`src/design/swept_box_collision_time_unit_macros.svh`:
```
// ----------------------------------------------------------------------------
// swept box collision time assertion macros
// shared concurrent assertion forms, clocked on clk and held off in reset
// ----------------------------------------------------------------------------
`ifndef SWEPT_BOX_COLLISION_TIME_UNIT_MACROS_SVH
`define SWEPT_BOX_COLLISION_TIME_UNIT_MACROS_SVH

// same-cycle implication
`define SBCT_ASSERT_IMP(lbl, ante, cons, msg) \
  lbl: assert property (@(posedge clk) disable iff (rst) (ante) |-> (cons)) else $error(msg);

// next-cycle implication
`define SBCT_ASSERT_NXT(lbl, ante, cons, msg) \
  lbl: assert property (@(posedge clk) disable iff (rst) (ante) |=> (cons)) else $error(msg);

`endif

```
`src/design/sbct_pkg.sv`:
```
// ----------------------------------------------------------------------------
// sbct_pkg
// shared types and constants of the swept box collision time unit
// ----------------------------------------------------------------------------
`timescale 1ns / 1ps

package sbct_pkg;

  localparam int COORD_BITS_DEF     = 16;
  localparam int MOVE_FRAC_BITS_DEF = 6;
  localparam int MOVE_BITS          = 16;
  localparam int TIME_FRAC          = 8;
  localparam int TIME_BITS          = 32;
  localparam int DT_BITS            = 16;
  localparam int FACE_BITS          = 3;

  typedef enum logic [FACE_BITS-1:0] {
    FACE_NONE   = 3'd0,
    FACE_RIGHT  = 3'd1,
    FACE_LEFT   = 3'd2,
    FACE_TOP    = 3'd3,
    FACE_BOTTOM = 3'd4
  } face_t;

  typedef struct packed {
    logic               valid;
    logic               zx;
    logic               zy;
    logic               gx_pos;
    logic               gy_pos;
    logic [DT_BITS-1:0] dt;
  } side_t;

endpackage

```
`src/design/sbct_resolve.sv`:
```
// ----------------------------------------------------------------------------
// sbct_resolve
// combines the axis times into entry time, hit flag and face code
// ----------------------------------------------------------------------------
`timescale 1ns / 1ps

module sbct_resolve (
  input  logic                                  clk,
  input  logic                                  rst,
  input  sbct_pkg::side_t                       side,
  input  logic signed [sbct_pkg::TIME_BITS-1:0] tx_in,
  input  logic signed [sbct_pkg::TIME_BITS-1:0] tx_out,
  input  logic signed [sbct_pkg::TIME_BITS-1:0] ty_in,
  input  logic signed [sbct_pkg::TIME_BITS-1:0] ty_out,
  output logic                                  done,
  output logic signed [sbct_pkg::TIME_BITS-1:0] entry_time,
  output logic                                  hit,
  output logic [sbct_pkg::FACE_BITS-1:0]        face_code
);
  import sbct_pkg::*;

  side_t                        side_a;
  logic signed [TIME_BITS-1:0]  tin, tout, tin_next, tout_next;
  logic                         x_later, neg_both, over;
  logic                         x_later_next, neg_both_next, over_next;
  logic signed [TIME_BITS-1:0]  dt_s;
  logic                         miss;
  face_t                        face;

  assign dt_s = $signed({{(TIME_BITS-DT_BITS){1'b0}}, side.dt});

  always_comb begin
    if (side.zy) begin
      x_later_next = !side.zx;
    end else if (side.zx) begin
      x_later_next = 1'b0;
    end else begin
      x_later_next = tx_in > ty_in;
    end
    tin_next = x_later_next ? tx_in : ty_in;
    if (side.zx) begin
      tout_next = ty_out;
    end else if (side.zy) begin
      tout_next = tx_out;
    end else begin
      tout_next = (tx_out < ty_out) ? tx_out : ty_out;
    end
    neg_both_next = (side.zx || tx_in[TIME_BITS-1]) && (side.zy || ty_in[TIME_BITS-1]);
    over_next     = (!side.zx && (tx_in > dt_s)) || (!side.zy && (ty_in > dt_s));
  end

  always_ff @(posedge clk) begin
    if (rst) begin
      side_a <= '0;
    end else begin
      side_a <= side;
    end
  end

  always_ff @(posedge clk) begin
    tin      <= tin_next;
    tout     <= tout_next;
    x_later  <= x_later_next;
    neg_both <= neg_both_next;
    over     <= over_next;
  end

  always_comb begin
    miss = (tin > tout) || neg_both || over;
    if (miss) begin
      face = FACE_NONE;
    end else if (x_later) begin
      face = side_a.gx_pos ? FACE_RIGHT : FACE_LEFT;
    end else if (side_a.zy) begin
      face = FACE_NONE;
    end else begin
      face = side_a.gy_pos ? FACE_TOP : FACE_BOTTOM;
    end
  end

  always_ff @(posedge clk) begin
    if (rst) begin
      done      <= 1'b0;
      hit       <= 1'b0;
      face_code <= FACE_NONE;
    end else begin
      done      <= side_a.valid;
      hit       <= side_a.valid && !miss;
      face_code <= side_a.valid ? face : FACE_NONE;
    end
  end

  always_ff @(posedge clk) begin
    entry_time <= miss ? $signed({{(TIME_BITS-DT_BITS){1'b0}}, side_a.dt}) : tin;
  end

endmodule

```
`config.mk`:
```
export PLATFORM = sky130hd
export DESIGN_NAME = sbct_resolve
export DESIGN_NICKNAME = d
export VERILOG_FILES = /design/src/design/swept_box_collision_time_unit_macros.svh /design/src/design/sbct_pkg.sv /design/src/design/sbct_resolve.sv
export SDC_FILE = /design/constraint.sdc
export NUM_CORES = 1
export LEC_CHECK = 0
export CAP_MARGIN = 30
export CELL_PAD_IN_SITES_DETAIL_PLACEMENT = 1
export CELL_PAD_IN_SITES_GLOBAL_PLACEMENT = 1
export CORE_MARGIN = 2
export CORE_UTILIZATION = 52
export CTS_CLUSTER_DIAMETER = 200
export DETAILED_ROUTE_END_ITERATION = 16
export DONT_BUFFER_PORTS = 1
export PLACE_DENSITY = 0.93
export SLEW_MARGIN = 15
export SYNTH_ARGS = -nofsm -noshare
export SYNTH_HDL_FRONTEND = slang
export SYNTH_SLANG_ARGS = --single-unit
```
`constraint.sdc`:
```
create_clock -name clk -period 7 [get_ports clk]
set_input_delay 0.7 -clock clk [delete_from_list [all_inputs] [get_ports clk]]
set_output_delay 0.7 -clock clk [all_outputs]
set_load 0.05 [all_outputs]
```
==> results.yml <==
final_layout:
  layout-drive-gt1-share_pct: 16.0
  diodes: 0
  register_area_um2: 2480
  multi_input_area_um2: 4160
  fin_nets: 1010
  nFillCells: 1481
  fin_area_um2: 7940
  area_growth_pct: 10.5
clock_network:
  cts_tree: "yes"
  post_cts_buffers: 0
  clock_path_buffers: 2
  cts.sinks: 124
  cts-root-buf: "clkbuf_16"
  clkLatencyLatePin_ns: 0.42
  cts_buffers: 17
  hold_buffers: 0
  cts_resized: 0
  clk_pin_slew_worst_paths_ns: 0.06
  htreeDepth: 4
job:
  cap_violations: 0
synth:
  synth_top_area_cell: "dfxtp_1"
  yosysWarnings: 0
  ys_ff_latch: 124
  netlist_instances: 723
  synthDistinctLibCells: 52
  synth-compound-area-share_pct: 10.1
  synth_nets: 1001
  synthMuxAreaShare_pct: 13.5
  netlist_area_um2: 7190
  ys_seq_area_share_pct: 34.5
  synthTopCellsByArea: "dfxtp_1, ha_1, mux2_2"
  synth-edff-count: 0
  async_reset_ff_share_pct: 0
  ys.flop_type: "dfxtp_1"
  synth_most_common_cell: "ha_1"
  yosys.area_share.adder_pct: 22.1
  synth_top_family_by_area: "adder cells"
  synthXorXnorAreaFrac_pct: 0
  synth_common_cells: "ha_1, dfxtp_1, inv_1, mux2_2, a21oi_1"
  syn_area_per_cell_um2: 9.94
  synth-simple-area-share_pct: 12.1
  synth_top_area_share_pct: 34.5
floorplanning:
  rows: 42
  coreArea_um2: 13300
  die_w_um: 122
  dieHeight_um: 122
  die_area_um2: 14800
  io_pins: 188
  initial_core_util_pct: 53.8
sta:
  rsz0062_at_grt: "no"
  period_share_pct: 44.3
  tns_ns: 0
  finalClockSkew_ns: 0.00834
  final_hold_viol_count: 0
  drv_slew: 0
  slew_headroom_pct: 44.8
  setup_viol: 0
  fmax_mhz: 322
  period_minus_slack_ns: 3.10
  layout_setup_ws_ns: 3.90
  worstMarginPinSlew_ns: 0.828
placed_design:
  post_dp_cell_area_um2: 7300
  place_ws_ns: 3.40
  numPortBuffers: 0
  place.gp.congestion: 0.888
  dpl.hpwl_um: 17200
global_routing:
  grt_usage_pct: 30.1
  antenna_found_initial: 0
  grt_pass1_vias: 6323
  grt_pass1_wl_um: 33100
  gr-total-overflow: 0
  grt_max_degree: 35
worst_setup_path:
  crit_type: "in2reg"
  critPathLaunchType: "input port"
  endpoint_kind: "flop"
  cp_max_fo: 18
  crit_required_ns: 7.30
  cp_data_arrival_time_ns: 3.40
power_and_ir_drop:
  p_switching_mw: 0.634
  p_comb_share_pct: 17.6
  pwr-share-clk_pct: 41.8
  p_leak_nw: 3.84
  fin_total_pwr_mw: 2.17
  power_density_nw_per_um2: 273
  sequentialPowerShare_pct: 40.6
  p_int_mw: 1.53
  p_sw_share_pct: 29.3
  peakVddDrop_uv: 176
status:
  status: "complete, no violations"
hold_path:
  hold_class: "in2reg"
route:
  wl_per_cell_um: 24.0
  viasPerCell: 6.04
  finalWirelength_um: 22100
  drt_iter0_drc: 272
  postRouteAntennaNets: 0
  vias: 5561
  dr.pass1.iters: 4
  drc: 0
==> worst max-delay path: stages <==
cell and delay, ns:
inv_1 0.03, ha_1 0.33, nand4_1 0.20, nor4_2 0.55, o311ai_1 0.18, and4_1 0.26
o21bai_4 0.54, buf_16 0.23, mux2_2 0.37
==> kinds of logic after synthesis <==
kind of cell / Yosys count
AND/OR/NAND/NOR: 154
multiplexers: 77
adder cells (fa/ha/maj): 127
flip-flops: 124
AO/OA/AOI/OAI: 112
buffers and inverters: 129
==> power by group through the flow <==
stage / Sequential (mW) / Clock, mW / Combinational (mW)
global route: 0.883 / 0.948 / 0.421
detailed placement: 0.891 / 0 / 0.365
finish: 0.878 / 0.906 / 0.381
CTS: 0.878 / 0.913 / 0.375
floorplan: 0.869 / 0 / 0.292
global placement: 0.888 / 0 / 0.329
==> flip-flops by register name (all words and copies together) (netlist names) <==
name,cells
entry_time,32
side_a,20
face_code,3
neg_both,1
over,1
done,1
tin,32
tout,32
hit,1
x_later,1
==> per-layer routing <==
layer | global-route usage [%] | share of wire, %
met3 | 8.57 | 7.7
met5 | 0 | 0
met2 | 53.8 | 51
met1 | 32.7 | 37
met4 | 14.4 | 4.3
==> through the flow <==
step           hold WS, ns  instances  utilization, %
2_1_floorplan        0.392        723               -
3_3_place_gp         0.404        888            54.7
3_5_place_dp         0.430        888            54.7
4_1_cts              0.327        920            59.3
5_1_grt              0.318        921            59.5
6_report             0.343        921            59.5
==> layout by cell type, fill, tap and decap left out, types with 2 or more instances in the layout <==
| cell type | instances |
|---|---|
| clkbuf_16 | 17 |
| nand4_1 | 26 |
| clkinv_2 | 4 |
| ha_1 | 127 |
| dfxtp_1 | 124 |
| nand2b_1 | 4 |
| a21boi_0 | 5 |
| bufinv_16 | 3 |
| mux2_4 | 28 |
| o211ai_1 | 4 |
| a2111oi_0 | 2 |
| a211oi_1 | 3 |
| inv_1 | 118 |
| nor3_1 | 5 |
| o21a_1 | 5 |
| o21ai_0 | 22 |
| nor4b_2 | 3 |
| o31ai_1 | 2 |
| o2bb2ai_1 | 2 |
| a22o_1 | 3 |
| a21oi_1 | 47 |
| nor2b_1 | 30 |
| a21o_1 | 3 |
| nor4_1 | 14 |
| nor2_1 | 31 |
| and4_1 | 5 |
| nand2_1 | 20 |
| mux2_2 | 48 |
| clkinv_4 | 5 |
| nand3_1 | 9 |
==> final cells by class <==
class | count | area share [%]
clock buffer | 18 | 5.53
tap | 176 | 2.77
clock inverter | 14 | 2.14
inverter | 118 | 5.58
sequential | 124 | 31.3
multi-input combinational | 470 | 52.4
timing repair buffer | 1 | 0.347
==> final timing paths <==
| path | cells past startpoint | slack (ns) | to | startpoint |
|---|---|---|---|---|
| max | 9 | 3.90 | tin[30] | ty_in[31] |
| min | 1 | 0.34 | side_a[13] | rst |
| max reg2reg | 9 | 4.19 | face_code[2] | tout[27] |
| min reg2reg | 1 | 0.44 | face_code[2] | side_a[16] |
Note: power is estimated with default switching activity, not from simulation.
