$ cat config.mk
export PLATFORM = sky130hd
export DESIGN_NAME = sbct_div
export DESIGN_NICKNAME = d
export VERILOG_FILES = /design/src/design/swept_box_collision_time_unit_macros.svh /design/src/design/sbct_pkg.sv /design/src/design/sbct_div.sv
export SDC_FILE = /design/constraint.sdc
export NUM_CORES = 2
export LEC_CHECK = 0
export BUFFER_PORTS_ARGS = -buffer_cell sky130_fd_sc_hd__buf_4
export CAP_MARGIN = 20
export CORE_AREA = 2 2 335 337
export CTS_CLUSTER_SIZE = 16
export DETAILED_ROUTE_END_ITERATION = 7
export DIE_AREA = 0 0 337 339
export PLACE_DENSITY = 0.78
export SYNTH_ARGS = -nofsm -noshare
export SYNTH_HDL_FRONTEND = slang
export SYNTH_SLANG_ARGS = --single-unit
$ cat constraint.sdc
create_clock -name clk -period 4.1 [get_ports clk]
set_clock_uncertainty 0.15 [all_clocks]
set_input_delay 1.025 -clock clk [delete_from_list [all_inputs] [get_ports clk]]
set_output_delay 1.025 -clock clk [all_outputs]
set_load 0.05 [all_outputs]
$ cat src/design/swept_box_collision_time_unit_macros.svh
// ----------------------------------------------------------------------------
// swept box collision time assertion macros
// shared concurrent assertion forms, clocked on clk and held off in reset
// ----------------------------------------------------------------------------
`ifndef SWEPT_BOX_COLLISION_TIME_UNIT_MACROS_SVH
`define SWEPT_BOX_COLLISION_TIME_UNIT_MACROS_SVH

// same-cycle implication
`define SBCT_ASSERT_IMP(lbl, ante, cons, msg) \
  lbl: assert property (@(posedge clk) disable iff (rst) (ante) |-> (cons)) else $error(msg);

// next-cycle implication
`define SBCT_ASSERT_NXT(lbl, ante, cons, msg) \
  lbl: assert property (@(posedge clk) disable iff (rst) (ante) |=> (cons)) else $error(msg);

`endif

$ cat src/design/sbct_pkg.sv
// ----------------------------------------------------------------------------
// sbct_pkg
// shared types and constants of the swept box collision time unit
// ----------------------------------------------------------------------------
`timescale 1ns / 1ps

package sbct_pkg;

  localparam int COORD_BITS_DEF     = 16;
  localparam int MOVE_FRAC_BITS_DEF = 6;
  localparam int MOVE_BITS          = 16;
  localparam int TIME_FRAC          = 8;
  localparam int TIME_BITS          = 32;
  localparam int DT_BITS            = 16;
  localparam int FACE_BITS          = 3;

  typedef enum logic [FACE_BITS-1:0] {
    FACE_NONE   = 3'd0,
    FACE_RIGHT  = 3'd1,
    FACE_LEFT   = 3'd2,
    FACE_TOP    = 3'd3,
    FACE_BOTTOM = 3'd4
  } face_t;

  typedef struct packed {
    logic               valid;
    logic               zx;
    logic               zy;
    logic               gx_pos;
    logic               gy_pos;
    logic [DT_BITS-1:0] dt;
  } side_t;

endpackage

$ cat src/design/sbct_div.sv
// ----------------------------------------------------------------------------
// sbct_div
// pipelined restoring divider, one quotient bit per stage, signed saturation
// ----------------------------------------------------------------------------
`timescale 1ns / 1ps

module sbct_div #(
  parameter int NUM_BITS = 31
) (
  input  logic                                clk,
  input  logic [NUM_BITS-1:0]                 num,
  input  logic                                neg,
  input  logic [sbct_pkg::MOVE_BITS-1:0]      den,
  output logic signed [sbct_pkg::TIME_BITS-1:0] quot
);
  import sbct_pkg::*;

  localparam int MB = MOVE_BITS;
  localparam int WW = (NUM_BITS > TIME_BITS) ? NUM_BITS + 1 : TIME_BITS + 1;

  logic [MB-1:0]       rem_q [1:NUM_BITS];
  logic [NUM_BITS-1:0] nq_q  [1:NUM_BITS];
  logic [MB-1:0]       den_q [1:NUM_BITS];
  logic                neg_q [1:NUM_BITS];

  for (genvar i = 0; i < NUM_BITS; i++) begin : g_stage
    logic [MB-1:0]       rem_i;
    logic [NUM_BITS-1:0] nq_i;
    logic [MB-1:0]       den_i;
    logic                neg_i;
    logic [MB+1:0]       trial;
    logic [MB:0]         shifted;
    if (i == 0) begin : g_head
      assign rem_i = '0;
      assign nq_i  = num;
      assign den_i = den;
      assign neg_i = neg;
    end else begin : g_tail
      assign rem_i = rem_q[i];
      assign nq_i  = nq_q[i];
      assign den_i = den_q[i];
      assign neg_i = neg_q[i];
    end
    always_comb begin
      shifted = {rem_i, nq_i[NUM_BITS-1]};
      trial   = {1'b0, shifted} - {2'b00, den_i};
    end
    always_ff @(posedge clk) begin
      rem_q[i+1] <= trial[MB+1] ? shifted[MB-1:0] : trial[MB-1:0];
      nq_q[i+1]  <= {nq_i[NUM_BITS-2:0], !trial[MB+1]};
      den_q[i+1] <= den_i;
      neg_q[i+1] <= neg_i;
    end
  end

  logic [WW-1:0] qx;
  assign qx = WW'(nq_q[NUM_BITS]);

  always_ff @(posedge clk) begin
    if (neg_q[NUM_BITS]) begin
      if (qx > WW'(33'h0_8000_0000)) begin
        quot <= 32'sh8000_0000;
      end else begin
        quot <= -$signed(qx[TIME_BITS-1:0]);
      end
    end else begin
      if (qx > WW'(32'h7fff_ffff)) begin
        quot <= 32'sh7fff_ffff;
      end else begin
        quot <= $signed(qx[TIME_BITS-1:0]);
      end
    end
  end

endmodule

==> results.txt <==
----------------------------------------------------
[Route]
  Count of vias placed by the detailed router ... 41,400
  Number of DRC violations after detailed routing ... 0
  Routed length per placed instance ... roughly 15 um
  Iteration count of the initial detailed-routing pass ... 5
  Sum of routed wire length over all layers ... between 100 and 150 mm
  Detailed Route Iter0 Violations ... just under 2,000
  Remaining number of nets flagged by the antenna check after routing ... 0
  Via-to-Cell Ratio ... about 5.2

[Place]
  Detailed Place HPWL ... slightly above 80 mm
  Placed instance area ... just over 70,000 sq um
  Global placement routability congestion ... about 0.87
  Number of buffers added on ports ... 80

[Layout]
  Share of layout cells above drive strength 1 ... 0.116
  Most frequent cells in the layout ... 1,984 x dfxtp_1, 644 x inv_1, 482 x ha_1, 316 x nor2_1, 296 x a21oi_1
  Layout overhead on the synthesized area ... 13.2%
  Number of inserted filler cells in the final layout ... 7,893
  Antenna diode count ... 0
  Post-route cell area ... about 77,000 sq um
  Most common cell after layout, fill and taps aside ... dfxtp_1
  Nets ... between 6,000 and 7,000

[Timing]
  RSZ-0062 raised after global routing ... no
  Min Clock Period, post-route ... between 3 and 4 ns
  Worst-case hold slack ... about 0.17 ns
  Tcrit/Tclk final ... 0.867
  Actual slew at the worst max-slew pin ... approximately 1 ns
  Final Hold Vio Count ... 0
  Setup TNS after final layout ... 0 ns
  Final number of max-transition violations ... 0
  Setup-failing EPs final ... 0
  Max-slew headroom at the worst pin ... 0.348
  Max Clk Rate ... around 280 MHz

[Worst setup path]
  Crit path buffers/inverters ... 1
  Nature of the critical path endpoint ... flop
  Largest delay contributor family on the critical path ... compound AO/OA/AOI/OAI gates
  Critical path, cell by cell ... inv_1 > ha_1 > nor2b_1 > o31a_1 > o31a_1 > o41ai_1 > o31ai_1 > a41oi_2 > mux2_2
  Cell with the largest stage delay on the worst path ... a41oi_2
  CP dominant cell by count ... o31a_1
  Setup Crit Path Kind ... flop to flop
  Critical Path RT ... around 4.6 ns
  Biggest fanout along the worst timing path ... 11
  Worst Setup Start Kind ... flop
  Delay of the slowest cell on the worst path ... 0.61 ns
  Data arrival time of the worst path ... 4.07 ns

[Clock tree]
  TritonCTS clock tree ... done
  Post-cts gate resize count ... 0
  Postcts setup bufs ... 0
  Count of clock tree sinks ... ~2,000
  CTS clk-pin slew, worst paths ... roughly 0.060 ns
  Clk buf depth ... 3
  CTS H-tree lvls ... 4
  Hold bufs inserted after CTS ... 0
  Number of buffers added by the clock tree synthesis step ... approximately 180
  Root buffer cell ... clkbuf_16
  Clock Latency Late Sink ... ~0.79 ns

[Power and ir drop]
  Power density normalized to cell area ... roughly 900 nW/um^2
  Reported leakage power ... between 30 and 40 nW
  Maximum VDD drop ... 0.485 mV

[Logic synthesis]
  Number of warnings reported in the yosys synthesis log ... 0
  Flip-flop and latch count after synthesis ... just under 2,000
  Main area contributors after synthesis ... dfxtp_1 58%, ha_1 8.8%, mux2_2 4.1%, inv_1 3.5%, xnor2_1 3.0%
  Number of enable flip-flop cells after synthesis ... 0
  Sequential area share after synthesis ... 0.582
  Synth top area share ... 0.582
  Number of instances in the synthesized netlist ... 6,096
  Per-instance average area after synthesis ... between 10 and 15 sq um
  Most frequently used flop master after synthesis ... dfxtp_1
  Library cell with the largest summed area after synthesis ... dfxtp_1
  Share of async-settable or async-resettable flops after synthesis ... 0
  Post-synth design cell area ... 68,300 sq um
  Synth unique cells ... 94

[Job]
  Number of max-capacitance violations reported ... 0

[Floorplanning]
  Starting density of the core ... 0.619
  Die area ... 114,000 sq um
  Chip height ... about 340 um
  Cell row count ... about 120
  Core Box Area ... between 100,000 and 150,000 sq um
  Die width ... between 300 and 400 um
  Top-level port count ... between 80 and 90

[Run status]
  Run status ... finished, final reports clean

[Global route]
  GRT Util Overall ... 0.204
  Number of antenna violations at the first check in global routing ... 0
  Remaining Overflow, GRT ... 0
  Number of global-route vias before repair ... ~42,000
  Wire length of the first global-routing pass ... 195 mm
  Largest net degree at the start of global routing ... 33

[Worst hold path]
  Worst hold path type ... flop to flop

----------------------------------------------------
-- cells by family (layout without fill, tap and decap cells) --
family | Yosys count | count (layout) | share of synthesized area
flip-flops | 1984 | 1984 | 0.582
AO/OA/AOI/OAI | 1194 | 1194 | 0.116
AND/OR/NAND/NOR | 1047 | 1047 | 0.0727
buffers and inverters | 721 | 1079 | 0.0407
adder cells (fa/ha/maj) | 511 | 511 | 0.0968
XOR/XNOR | 354 | 354 | 0.0454
multiplexers | 284 | 284 | 0.0468
other | 1 | 7 | 0.0000549
-- layout make-up --
type                    instances  area [sq um]  area share
flip-flops and latches       1984         39700       0.514
clock inverters                78          1390      0.0179
multi-input cells            3397         25900       0.334
inverters                     644          2420      0.0313
well taps                    1488          1860      0.0241
repair buffers                106           808      0.0105
clock buffers                 251          5280      0.0682
-- synth_stat cells (11+ instances only) --
master / number
a2111oi_0: 14
a211o_1: 18
a211oi_1: 62
a21boi_0: 14
a21o_1: 138
a21oi_1: 296
a311oi_1: 21
a31o_2: 19
a31oi_1: 54
and2_1: 16
and3_1: 28
buf_2: 29
clkbuf_1: 38
dfxtp_1: 1984
fa_1: 29
ha_1: 482
inv_1: 644
mux2_2: 251
mux2i_1: 24
nand2_1: 266
nand2b_1: 64
nand3_1: 77
nand4_1: 22
nor2_1: 316
nor2b_1: 72
nor3_1: 88
o211ai_1: 24
o21a_1: 50
o21ai_0: 249
o21ai_1: 17
o21bai_1: 34
o22ai_1: 12
o311ai_0: 12
o31a_1: 31
o31ai_1: 34
o41ai_1: 11
or2_2: 24
or3_1: 24
or4_1: 11
xnor2_1: 234
xor2_1: 120
-- state kept, by name, indices dropped and copies added (netlist names) --
name	count
nq_q	961
rem_q	480
neg_q	31
quot	32
den_q	480
-- per-layer routing --
metal	global-route usage	routed length (um)	up-vias
met5	0	0	-
met3	0.0342	3890	304
li1	-	-	21200
met1	0.241	49900	19200
met4	0.0841	4160	0
met2	0.365	57500	683
-- worst paths after layout --
kind | startpoint | to | slack, ns | cells after the start
max reg2reg | den_q[1][161]$_DFF_P_ | rem_q[1][181]$_DFF_P_ | 0.55 | 9
max | den_q[1][161]$_DFF_P_ | rem_q[1][181]$_DFF_P_ | 0.55 | 9
min reg2reg | nq_q[1][447]$_DFF_P_ | nq_q[1][479]$_DFF_P_ | 0.17 | 0
min | nq_q[1][447]$_DFF_P_ | nq_q[1][479]$_DFF_P_ | 0.17 | 0
-- through the flow --
step	utilization	instances	worst slack, ns	total power, W
6_report	0.701	7948	0.546	0.0693
5_1_grt	0.701	7948	0.327	0.0739
4_1_cts	0.701	7948	0.631	0.0698
3_5_place_dp	0.640	7619	0.660	0.0512
3_3_place_gp	0.640	7619	0.756	0.0505
2_1_floorplan	-	6102	1.13	0.0461
-- where the power goes --
part | internal (W) | switching (W) | total (W)
logic | 0.0116 | 0.0127 | 0.0242
clock network | 0.0109 | 0.00715 | 0.0181
registers | 0.0246 | 0.00241 | 0.0270
total | 0.0471 | 0.0222 | 0.0693
Note: power is estimated with default switching activity, not from simulation.
