==> src/design/swept_box_collision_time_unit_macros.svh <==
// ----------------------------------------------------------------------------
// swept box collision time assertion macros
// shared concurrent assertion forms, clocked on clk and held off in reset
// ----------------------------------------------------------------------------
`ifndef SWEPT_BOX_COLLISION_TIME_UNIT_MACROS_SVH
`define SWEPT_BOX_COLLISION_TIME_UNIT_MACROS_SVH

// same-cycle implication
`define SBCT_ASSERT_IMP(lbl, ante, cons, msg) \
  lbl: assert property (@(posedge clk) disable iff (rst) (ante) |-> (cons)) else $error(msg);

// next-cycle implication
`define SBCT_ASSERT_NXT(lbl, ante, cons, msg) \
  lbl: assert property (@(posedge clk) disable iff (rst) (ante) |=> (cons)) else $error(msg);

`endif

==> src/design/sbct_pkg.sv <==
// ----------------------------------------------------------------------------
// sbct_pkg
// shared types and constants of the swept box collision time unit
// ----------------------------------------------------------------------------
`timescale 1ns / 1ps

package sbct_pkg;

  localparam int COORD_BITS_DEF     = 16;
  localparam int MOVE_FRAC_BITS_DEF = 6;
  localparam int MOVE_BITS          = 16;
  localparam int TIME_FRAC          = 8;
  localparam int TIME_BITS          = 32;
  localparam int DT_BITS            = 16;
  localparam int FACE_BITS          = 3;

  typedef enum logic [FACE_BITS-1:0] {
    FACE_NONE   = 3'd0,
    FACE_RIGHT  = 3'd1,
    FACE_LEFT   = 3'd2,
    FACE_TOP    = 3'd3,
    FACE_BOTTOM = 3'd4
  } face_t;

  typedef struct packed {
    logic               valid;
    logic               zx;
    logic               zy;
    logic               gx_pos;
    logic               gy_pos;
    logic [DT_BITS-1:0] dt;
  } side_t;

endpackage

==> src/design/sbct_front.sv <==
// ----------------------------------------------------------------------------
// sbct_front
// entry and exit gaps per axis, their magnitudes and the move magnitudes
// ----------------------------------------------------------------------------
`timescale 1ns / 1ps

module sbct_front #(
  parameter int COORD_BITS     = 16,
  parameter int MOVE_FRAC_BITS = 6,
  parameter int NUM_BITS       = 31
) (
  input  logic                                clk,
  input  logic                                rst,
  input  logic                                in_valid,
  input  logic signed [COORD_BITS-1:0]        obj_left,
  input  logic signed [COORD_BITS-1:0]        obj_top,
  input  logic signed [COORD_BITS-1:0]        obj_right,
  input  logic signed [COORD_BITS-1:0]        obj_bottom,
  input  logic signed [COORD_BITS-1:0]        other_left,
  input  logic signed [COORD_BITS-1:0]        other_top,
  input  logic signed [COORD_BITS-1:0]        other_right,
  input  logic signed [COORD_BITS-1:0]        other_bottom,
  input  logic signed [sbct_pkg::MOVE_BITS-1:0] move_x,
  input  logic signed [sbct_pkg::MOVE_BITS-1:0] move_y,
  input  logic [sbct_pkg::DT_BITS-1:0]        time_limit,
  output sbct_pkg::side_t                     side,
  output logic [NUM_BITS-1:0]                 nx_in,
  output logic [NUM_BITS-1:0]                 nx_out,
  output logic [NUM_BITS-1:0]                 ny_in,
  output logic [NUM_BITS-1:0]                 ny_out,
  output logic                                sx_in,
  output logic                                sx_out,
  output logic                                sy_in,
  output logic                                sy_out,
  output logic [sbct_pkg::MOVE_BITS-1:0]      den_x,
  output logic [sbct_pkg::MOVE_BITS-1:0]      den_y
);
  import sbct_pkg::*;

  localparam int GW = COORD_BITS + 1;
  localparam int SH = MOVE_FRAC_BITS + TIME_FRAC;

  logic signed [GW-1:0] gx_in, gx_out, gy_in, gy_out;
  logic                 mx_pos, my_pos;
  side_t                side_next;

  function automatic logic signed [GW-1:0] sub_ext(
    input logic signed [COORD_BITS-1:0] a,
    input logic signed [COORD_BITS-1:0] b
  );
    return {a[COORD_BITS-1], a} - {b[COORD_BITS-1], b};
  endfunction

  function automatic logic [NUM_BITS-1:0] scaled_mag(input logic signed [GW-1:0] g);
    logic [GW-1:0] m;
    m = g[GW-1] ? GW'(-g) : GW'(g);
    return {m, {SH{1'b0}}};
  endfunction

  always_comb begin
    mx_pos = !move_x[MOVE_BITS-1] && (move_x != '0);
    my_pos = !move_y[MOVE_BITS-1] && (move_y != '0);
    if (mx_pos) begin
      gx_in  = sub_ext(other_left, obj_right);
      gx_out = sub_ext(other_right, obj_left);
    end else begin
      gx_in  = sub_ext(obj_left, other_right);
      gx_out = sub_ext(obj_right, other_left);
    end
    if (my_pos) begin
      gy_in  = sub_ext(other_top, obj_bottom);
      gy_out = sub_ext(other_bottom, obj_top);
    end else begin
      gy_in  = sub_ext(obj_top, other_bottom);
      gy_out = sub_ext(obj_bottom, other_top);
    end
    side_next.valid  = in_valid;
    side_next.zx     = (move_x == '0);
    side_next.zy     = (move_y == '0);
    side_next.gx_pos = !gx_in[GW-1] && (gx_in != '0);
    side_next.gy_pos = !gy_in[GW-1] && (gy_in != '0);
    side_next.dt     = time_limit;
  end

  always_ff @(posedge clk) begin
    if (rst) begin
      side <= '0;
    end else begin
      side <= side_next;
    end
  end

  always_ff @(posedge clk) begin
    nx_in  <= scaled_mag(gx_in);
    nx_out <= scaled_mag(gx_out);
    ny_in  <= scaled_mag(gy_in);
    ny_out <= scaled_mag(gy_out);
    sx_in  <= gx_in[GW-1];
    sx_out <= gx_out[GW-1];
    sy_in  <= gy_in[GW-1];
    sy_out <= gy_out[GW-1];
    den_x  <= move_x[MOVE_BITS-1] ? MOVE_BITS'(-move_x) : MOVE_BITS'(move_x);
    den_y  <= move_y[MOVE_BITS-1] ? MOVE_BITS'(-move_y) : MOVE_BITS'(move_y);
  end

endmodule

==> config.mk <==
export PLATFORM = sky130hd
export DESIGN_NAME = sbct_front
export DESIGN_NICKNAME = d
export VERILOG_FILES = /design/src/design/swept_box_collision_time_unit_macros.svh /design/src/design/sbct_pkg.sv /design/src/design/sbct_front.sv
export SDC_FILE = /design/constraint.sdc
export NUM_CORES = 1
export LEC_CHECK = 0
export ABC_AREA = 0
export BUFFER_PORTS_ARGS = -buffer_cell sky130_fd_sc_hd__buf_2
export CAP_MARGIN = 15
export CORE_ASPECT_RATIO = 0.5
export CORE_MARGIN = 4
export CORE_UTILIZATION = 47
export CTS_CLUSTER_SIZE = 10
export DETAILED_ROUTE_END_ITERATION = 7
export PLACE_DENSITY = 0.76
export REMOVE_ABC_BUFFERS = 1
export SETUP_SLACK_MARGIN = 0.4
export SLEW_MARGIN = 20
export SYNTH_ARGS = -nofsm -noshare
export SYNTH_HDL_FRONTEND = slang
export SYNTH_SLANG_ARGS = --single-unit
==> constraint.sdc <==
create_clock -name clk -period 4.9 [get_ports clk]
set_input_delay 0.245 -clock clk [delete_from_list [all_inputs] [get_ports clk]]
set_output_delay 0.245 -clock clk [all_outputs]
set_load 0.1 [all_outputs]
==> metrics.cfg <==
[worst_setup_path]
crit_top_cell=ha_1
crit_chain=dlygate4sd3_1 -> buf_2 -> inv_1 -> ha_1 -> nor4b_1 -> a41oi_2 -> mux2i_1 -> ha_1 -> nor3b_1 -> o221a_1 -> and2_1 -> nand3_1 -> nor4_1 -> nand2b_1 -> ha_1 -> nor2_1
start_kind=primary input
cp_slowest_cell=dlygate4sd3_1
cpPeakStageDelay_ns=0.53
worstSetupPathType=in2reg
required_ns=5.26
critPathArrivalTime_ns=4.27
worstPathMaxFanout=15
cp-end-kind=register

[timing]
fin_crit_sh=0.798
setup-violations-final=0
fmax_mhz=256
layout_min_cycle_time_ns=3.91
fin_setup_tns_ns=0
rsz0062_at_grt=no
finalHoldViolations=0
worst_slack_ns=0.988
finalMaxSlewViolations=0
slew_headroom=0.499
worst_pin_slew_ns=0.752

[route]
dr_total_vias=12200
drt-initial-drc-count=754
vias_per_cell=5.42
detail_route.first_pass.iterations=6
final_antenna_net_count=0
wire_per_inst_um=16.1
drt-total-wl_um=36100
route.detailed.drc=0

[global_route]
antenna_found_initial=0
grt_usage=0.229
grt_pass1_wl_um=55500
grt_pass1_vias=10900
grt_max_degree=39
grt-ovfl-total=0

[clocking]
cts_sinks=125
ctsResizeCount=0
clk_pin_slew_ns=0.07
clockRootBuffer=clkbuf_16
cts_buffers=17
ctsHoldBuffers=2
cts_tree=yes
cts_setup_buffers=0
htree_num_levels=4
cts_max_path_buffers=2

[layout]
multi_input_area_mm2=0.00901
areaGrowthSynthToFinish_pct=16.5
layout-drive-gt1-share=0.196
nFillCells=2544
antenna_cells=0
layout.nets=2203
regArea_mm2=0.00250
final_common_cell=buf_2
layout_common_cells=303 x buf_2, 176 x inv_1, 136 x ha_1, 133 x xnor2_1, 125 x dfxtp_1

[placement]
dp_slack_ns=1.10
port_buffers=303
place.gp.congestion=0.942
hpwl_um=29800

[hold_path]
min_path_type=in2reg
min_path_cells=2

[outcome]
status=completed

[power_and_ir_drop]
peakVddDrop_uv=235
clkPwrFrac=0.202
power_leakage_nw=7.29
seqPwrFrac=0.206
intPower_w=0.00278
combPwrFrac=0.591
switching_share=0.561
power.switching_w=0.00355
p_per_area_mw_per_mm2=428

[floorplan]
die_h_um=124
pin_count=360
start_util=0.479
row_count=42
die_w_um=240
coreArea_mm2=0.0265
die_area_mm2=0.0298

[yosys]
synthAdderAreaFrac=0.147
synth_edf_count=0
synth_top_family_by_area=compound AO/OA/AOI/OAI gates
synthArstFlopShare=0
yosys.area_share.simple=0.175
syn_area_per_cell_um2=7.80
ys.flop_type=dfxtp_1
synth-compound-area-share=0.228
ys_seq_elements=125
yosys-mux-area-fraction=0.0252
syn_inst=1627
syn-cell-area_mm2=0.0127
yosysSeqAreaShare=0.197
yosys_warnings=0
synth-xor-area-share=0.116
synth.distinct_cells=91

[run]
max_cap_viol_count=0

## critical path: cells and delay by family
family	cells	cell delay, ns
multiplexers	1	0.35
AND/OR/NAND/NOR	7	1.51
AO/OA/AOI/OAI	2	0.75
adder cells (fa/ha/maj)	3	0.67
buffers and inverters	3	0.73
## logic make-up (layout without fill, tap and decap cells)
group	Yosys count	after routing
AO/OA/AOI/OAI	425	425
AND/OR/NAND/NOR	422	422
buffers and inverters	310	521
XOR/XNOR	168	168
adder cells (fa/ha/maj)	144	144
flip-flops	125	125
multiplexers	32	32
other	1	56
## power by group through the flow
stage	Combinational (W)	Clock, W	Sequential [W]
final	0.00374	0.00128	0.00131
after global routing	0.00393	0.00134	0.00133
after CTS	0.00373	0.00130	0.00131
after detailed placement	0.00372	0	0.00133
after global placement	0.00370	0	0.00133
after floorplan	0.00132	0	0.00305
## sequential cells by signal (all words and copies together), names as in the netlist
signal,flops
sx_out,1
den_x,16
nx_in,17
nx_out,17
ny_in,17
den_y,16
sy_in,1
sx_in,1
ny_out,17
sy_out,1
side,21
## per-stage QoR
step | hold slack (ns) | utilization | area [um^2] | power, W | instances
after global routing | 0.0169 | 0.558 | 14800 | 0.00660 | 2245
after global placement | 0.389 | 0.535 | 14200 | 0.00503 | 2211
after detailed placement | 0.389 | 0.535 | 14200 | 0.00505 | 2211
after CTS | 0.0138 | 0.558 | 14800 | 0.00634 | 2245
after floorplan | 0.273 | - | 12200 | 0.00437 | 1551
final | 0.0215 | 0.558 | 14800 | 0.00633 | 2245
## path summary, 6_finish.rpt
check	start	to
max	move_y[0]	ny_in[30]
min	time_limit[5]	side[5]
## per-layer routing
metal  wire, um  part of all wire  up-vias  GRT usage
met5          0                 0        -          0
met1      15500              0.43     5661      0.301
met4        668             0.019        0     0.0612
met2      17900              0.50      401      0.405
met3       1980             0.055       45     0.0235
li1           -                 -     6053          -
## synthesized netlist by cell type (all sizes together), types with 16 or more instances
| cell | instances | area (um^2) |
|---|---|---|
| a211oi | 20 | 160 |
| a21o | 45 | 338 |
| a21oi | 99 | 495 |
| a31oi | 27 | 169 |
| and2 | 17 | 109 |
| buf | 85 | 569 |
| clkbuf | 46 | 173 |
| dfxtp | 125 | 2500 |
| ha | 136 | 1700 |
| inv | 179 | 672 |
| mux2i | 32 | 320 |
| nand2 | 86 | 323 |
| nand3 | 27 | 135 |
| nor2 | 104 | 390 |
| nor2b | 37 | 239 |
| nor3 | 32 | 165 |
| o21a | 16 | 120 |
| o21ai | 85 | 425 |
| o31ai | 19 | 161 |
| or3 | 26 | 168 |
| xnor2 | 133 | 1160 |
| xor2 | 35 | 307 |
## final cells by class
class | instances | area share
multi-input combinational | 1247 | 0.609
sequential | 125 | 0.169
timing repair buffer | 310 | 0.106
inverter | 179 | 0.0455
tap | 352 | 0.0298
clock buffer | 17 | 0.0288
clock inverter | 15 | 0.0110
(Power assumes the default switching activity.)
